===== config.mk =====
export PLATFORM = sky130hd
export DESIGN_NAME = lrma_ctrl
export DESIGN_NICKNAME = d
export VERILOG_FILES = /design/src/rtl/label_region_mean_accumulator_macros.svh /design/src/rtl/lrma_pkg.sv /design/src/rtl/lrma_ctrl.sv
export SDC_FILE = /design/constraint.sdc
export NUM_CORES = 1
export LEC_CHECK = 0
export BUFFER_PORTS_ARGS = -buffer_cell sky130_fd_sc_hd__buf_2
export CELL_PAD_IN_SITES_DETAIL_PLACEMENT = 1
export CELL_PAD_IN_SITES_GLOBAL_PLACEMENT = 2
export CORE_MARGIN = 2
export CORE_UTILIZATION = 20
export DETAILED_ROUTE_END_ITERATION = 16
export HOLD_SLACK_MARGIN = 0.15
export PLACE_DENSITY = 0.81
export SLEW_MARGIN = 40
export SYNTH_ARGS = -nofsm -noshare
export SYNTH_HDL_FRONTEND = slang
export SYNTH_SLANG_ARGS = --single-unit

===== constraint.sdc =====
create_clock -name clock -period 1.69 [get_ports clock]
set_clock_uncertainty 0.2 [all_clocks]
set_input_delay 0.338 -clock clock [delete_from_list [all_inputs] [get_ports clock]]
set_output_delay 0.338 -clock clock [all_outputs]
set_load 0.02 [all_outputs]

===== src/rtl/label_region_mean_accumulator_macros.svh =====
`ifndef LABEL_REGION_MEAN_ACCUMULATOR_MACROS_SVH
`define LABEL_REGION_MEAN_ACCUMULATOR_MACROS_SVH
// Assertion helpers: synchronous active-high reset disables checking.
`define LRMA_ASSERT_IMPL(name, clk, rst, ante, cons) \
   name: assert property (@(posedge clk) disable iff (rst) (ante) |-> (cons)) \
      else $error("assertion failed");
`define LRMA_ASSERT_NEXT(name, clk, rst, ante, cons) \
   name: assert property (@(posedge clk) disable iff (rst) (ante) |=> (cons)) \
      else $error("assertion failed");
`endif


===== src/rtl/lrma_pkg.sv =====
package lrma_pkg;
   localparam int MaxLabels = 1024;
   localparam int LabelBits = 10;
   localparam int CoordBits = 12;
   localparam int CountBits = 20;
   localparam int ChanBits = 8;
   localparam int ChanSumBits = 28;
   localparam int CoordSumBits = 32;
   // one memory word: sums, count and saturation flag
   localparam int EntryBits = 3 * ChanSumBits + 2 * CoordSumBits + CountBits + 1;
   localparam int DivSteps = CoordSumBits;
   localparam int StepBits = $clog2(DivSteps + 1);

   typedef struct packed {
      logic [ChanSumBits-1:0]  sum_a;
      logic [ChanSumBits-1:0]  sum_b;
      logic [ChanSumBits-1:0]  sum_c;
      logic [CoordSumBits-1:0] sum_x;
      logic [CoordSumBits-1:0] sum_y;
      logic [CountBits-1:0]    count;
      logic                    sat;
   } entry_type;

   typedef enum logic [2:0] {
      ST_CLEAR, ST_IDLE, ST_READ, ST_UPDATE, ST_DIVIDE, ST_RESPOND
   } state_type;

   typedef struct packed {
      logic clear_write;   // write zero at sweep address
      logic capture;       // latch request word
      logic mem_read;      // issue read of request label
      logic update_write;  // write accumulated / cleared entry
      logic div_start;     // load divider
      logic div_step;      // one restoring step
      logic rsp_load;      // load result register
   } cmd_type;

   typedef struct packed {
      logic sweep_last;
      logic is_read;
      logic in_range;
      logic div_done;
   } status_type;
endpackage


===== src/rtl/lrma_ctrl.sv =====
module lrma_ctrl (
   input  logic                 clock,
   input  logic                 reset,
   input  logic                 req_valid,
   output logic                 req_ready,
   output logic                 rsp_valid,
   input  logic                 rsp_ready,
   input  lrma_pkg::status_type status,
   output lrma_pkg::cmd_type    cmd
);
   import lrma_pkg::*;

   state_type state_ff, state_in;
   logic      rsp_valid_ff, rsp_valid_in;

   always_comb begin
      state_in = state_ff;
      unique case (state_ff)
         ST_CLEAR:   if (status.sweep_last) state_in = ST_IDLE;
         ST_IDLE:    if (req_valid) state_in = ST_READ;
         ST_READ:    state_in = ST_UPDATE;
         ST_UPDATE: begin
            if (!status.is_read) state_in = ST_IDLE;
            else if (status.in_range) state_in = ST_DIVIDE;
            else state_in = ST_RESPOND;
         end
         ST_DIVIDE:  if (status.div_done) state_in = ST_RESPOND;
         ST_RESPOND: if (!rsp_valid_ff || rsp_ready) state_in = ST_IDLE;
         default:    state_in = ST_IDLE;
      endcase
   end

   always_comb begin
      cmd = '0;
      req_ready = 1'b0;
      unique case (state_ff)
         ST_CLEAR:   cmd.clear_write = 1'b1;
         ST_IDLE: begin
            req_ready = 1'b1;
            cmd.capture = req_valid;
            cmd.mem_read = req_valid;
         end
         ST_READ:    ;
         ST_UPDATE: begin
            cmd.update_write = status.in_range;
            cmd.div_start = status.is_read;
         end
         ST_DIVIDE:  cmd.div_step = !status.div_done;
         ST_RESPOND: cmd.rsp_load = !rsp_valid_ff || rsp_ready;
         default:    ;
      endcase
   end

   always_comb begin
      rsp_valid_in = rsp_valid_ff;
      if (cmd.rsp_load) rsp_valid_in = 1'b1;
      else if (rsp_ready) rsp_valid_in = 1'b0;
   end

   always_ff @(posedge clock) begin
      if (reset) begin
         state_ff <= ST_CLEAR;
         rsp_valid_ff <= 1'b0;
      end else begin
         state_ff <= state_in;
         rsp_valid_ff <= rsp_valid_in;
      end
   end

   assign rsp_valid = rsp_valid_ff;
endmodule


After elaboration in Yosys (flattened, before gate mapping)
Index checks and enable logic that the tools add are counted.
- mux-type cells: 15
- equal/unequal tests: 9
- reductions and logical operators: 6
- operator list (kind ; number):
    $pmux W3 S6 ; 1
    $mux W3 ; 5
    $ne A2 B2 Y1 const B ; 4
    $mux W1 ; 7
    $eq A3 B2 Y1 const B ; 2
    $eq A3 B3 Y1 const B ; 2
    $mux W2 ; 2
    $reduce_and A4 Y1 ; 1
    $eq A3 B1 Y1 const B ; 1
    $logic_not A3 Y1 ; 1
    $logic_not A1 Y1 ; 2
    $reduce_bool A2 Y1 ; 1
    $logic_or A1 B1 Y1 ; 1
- logic and storage cells: 32
- flip-flop bits (word level): 4
- output and inout bits: 9
- bits of input ports: 8

Logic depth before layout (Yosys ltp)
- depth after elaboration: 4
- depth in mapped cells: 4
- depth with buffers taken out: 3

Least setup slack after synthesis
No wires, ideal clock.
- path kind: flip-flop to output port
- start: reg state_ff[0]
- end: out cmd[5] (netlist bit)
- data arrival time: 1336 ps
- buffers on the path: 2
- required time: 1152 ps
- setup slack: -184 ps
- cell stages (with the launch flop): 5
- cell sequence: dfxtp_1 > buf_2 > nand2_1 > nor3_1 > buf_4
- RTL lines (item ; RTL line ; source):
    from (decl) ; lrma_ctrl.sv:13 ; state_type state_ff, state_in;
    from (signal assigned) ; lrma_ctrl.sv:65 ; state_ff <= state_in;
    to (decl) ; lrma_ctrl.sv:9 ; output lrma_pkg::cmd_type cmd

Final worst setup path
- start: reg state_ff[2]
- end: out req_ready
- word-level cells in the longest chain between the ends: 2
- ends and longest elaborated chain (item ; RTL line ; source):
    $eq A3 B1 Y1 ; lrma_ctrl.sv:36 ; unique case (state_ff)
    $mux W1 ; lrma_ctrl.sv:36 ;
    to (decl) ; lrma_ctrl.sv:5 ; output logic req_ready,
Every way passes these cells.

==> flow_summary_export.csv <==
group,metric,value,unit
floorplanning,ios,17,
sta,period_share,101,%
cells_and_area,final_util,32.4,%
sta,setup_viol,2,
routing,ant_nets,0,
cts,cts_buffers,3,
cells_and_area,final_common_cell,"buf_2",
cts,cts-root-buf,"clkbuf_4",
placed_design,hpwl,503,µm
cells_and_area,seq_area,88.8,µm²
sta,fin_ws,-0.0220,ns
synthesis,yosysSeqAreaShare,29.2,%
synthesis,ys_ff_latch,4,
global_routing,grt_overflow,0,
routing,drt-total-wl,685,µm
worst_setup_path,cp_data_required_time,1.15,ns
synthesis,synthesis.nets,37,
cts,cts_setup_buffers,0,
worst_setup_path,arrival,1.17,ns
synthesis,async_flop_share,0,%
synthesis,synthFlopType,"dfxtp_1",
cts,clock_latency,0.23,ns
floorplanning,die_area,1680,µm²
sta,slew_violations,0,
routing,vias,280,
worst_setup_path,worstPathMaxFanout,8,
floorplanning,die_w,41.0,µm
worst_hold_path,hp-class,"in2reg",
sta,fmax,584,MHz
placed_design,port_buffers,16,
sta,rsz0062_at_grt,"yes",
cts,htreeDepth,1,
cells_and_area,drive_above_1_share,66.0,%
floorplanning,die_h,41.0,µm
global_routing,grt_max_degree,12,
status,violations,"negative setup slack",
routing,drt_first_pass_iters,1,
worst_setup_path,crit_path_start_kind,"flop",
worst_setup_path,critical_path.endpoint_type,"output pin",
synthesis,synth.cell_area,274,µm²
run,cap_violations,0,
floorplanning,start_util,21.3,%
global_routing,grtUsageTotal,8.64,%
cts,clk_pin_slew,0.03,ns
cells_and_area,stdcell_count,62,
power,p_leak,0.187,nW
floorplanning,core_area,1280,µm²
synthesis,yosysWarnings,0,
global_routing,antenna_found_initial,0,
sta,min_period,1.71,ns
cells_and_area,fillers,151,
cts,cts.sinks,4,
routing,viasPerCell,4.52,
cells_and_area,final_cell_mix,"buf_2 (13), buf_4 (4), clkbuf_4 (3)",
synthesis,synthCells,29,
power,pwr_density_cell,696,nW/µm²
synthesis,syn_area_per_cell,9.45,µm²
floorplanning,rows,13,
sta,finalHoldViolCount,0,
routing,remaining_drc_errors,0,
routing,wl_per_cell,11.0,µm
synthesis,yosysUniqueCellTypes,21,
cells_and_area,area_growth,52.1,%
power,peakVddDrop,400,µV
cells_and_area,fin_nets,57,
global_routing,first_global_vias,231,
cells_and_area,n_antenna_cell,0,
sta,relSlewSlack,78.7,%
cts,tritoncts,"yes",
global_routing,grt_pass1_wl,883,µm
synthesis,synth-edff-count,0,
cts,clk_path_buf_depth,2,
placed_design,gp_congestion,0.771,
routing,drt_iter0_drc,0,
cells_and_area,multi_input_area,181,µm²
status,status,"complete, but fails checks",
placed_design,placedCellCount,58,
sta,tightest_slew,0.316,ns
worst_setup_path,critical_path_class,"reg2out",
## per-layer routing
layer | GRT usage (%) | vias up | part of all wire (%)
met5 | 0 | - | 0
met4 | 5.00 | 0 | 0
met3 | 4.89 | 0 | 8.6
met2 | 14.1 | 10 | 48
met1 | 8.47 | 127 | 43
li1 | - | 143 | -
## cell usage after synthesis (all sizes together) (2+ instances only)
master  count  share of area [%]
nor3        4                9.1
and2        2                5.5
dfxtp       4                 29
buf         3                7.3
nand2b      2                4.6
a21oi       2                3.7
and4b       2                9.1
## worst paths after layout
| path | depth (start not counted) | slack, ns | end | start |
|---|---|---|---|---|
| worst max-delay path | 3 | -0.02 | req_ready | state_ff[2]$_SDFFE_PP0P_ |
| worst min-delay path | 3 | 0.23 | state_ff[0]$_SDFFE_PP0P_ | status[1] |
| worst max register to register | 3 | 0.35 | state_ff[0]$_SDFFE_PP0P_ | state_ff[2]$_SDFFE_PP0P_ |
| worst min register to register | 1 | 0.27 | state_ff[1]$_SDFFE_PP0P_ | state_ff[2]$_SDFFE_PP0P_ |
## cells by family after synthesis
kind of cell / Yosys count / share of synthesized area (%)
compound gates: 6 / 20.6
mux: 1 / 4.11
flops: 4 / 29.2
simple gates: 15 / 38.8
buf+inv: 3 / 7.30
## repair_timing
item	CTS	global route
hold buffers	1	0
gates resized for setup	5	4
endpoints found under the setup margin	7	4
hold endpoints to repair	3	0
## cell type report
class / instances / area share [%]
well taps: 15 / 4.50
multi-input cells: 22 / 43.5
clock buffers: 3 / 5.41
flip-flops and latches: 4 / 21.3
repair buffers: 18 / 25.2
## metrics by stage
stage                     TNS [ns]  hold slack, ns  setup slack (ns)  instance area, µm²  total power [mW]
after detailed placement         0           0.330             0.108                 365             0.172
after CTS                  -0.0695           0.217           -0.0423                 407             0.295
final                      -0.0374           0.229           -0.0220                 417             0.290
after global routing        -0.172           0.228           -0.0793                 417             0.308
after global placement           0           0.330             0.132                 365             0.172
after floorplan                  0           0.202            0.0425                 279             0.152
## registers in the layout, summed over array words and instances, names as in the netlist
name,count
rsp_valid,1
state_ff,3
## worst max-delay path, cell delays in order (launching register included)
cell	delay [ns]
dfxtp_4	0.36
nor2_1	0.27
and2_1	0.17
buf_2	0.15
## where the power goes
part / leakage [nW] / internal (mW) / switching [mW]
sequential: 0.0344 / 0.0987 / 0.0107
combinational: 0.139 / 0.0321 / 0.0339
clock: 0.0138 / 0.0792 / 0.0353
total: 0.187 / 0.210 / 0.0799
No activity file was read; power rests on OpenSTA's default activity.
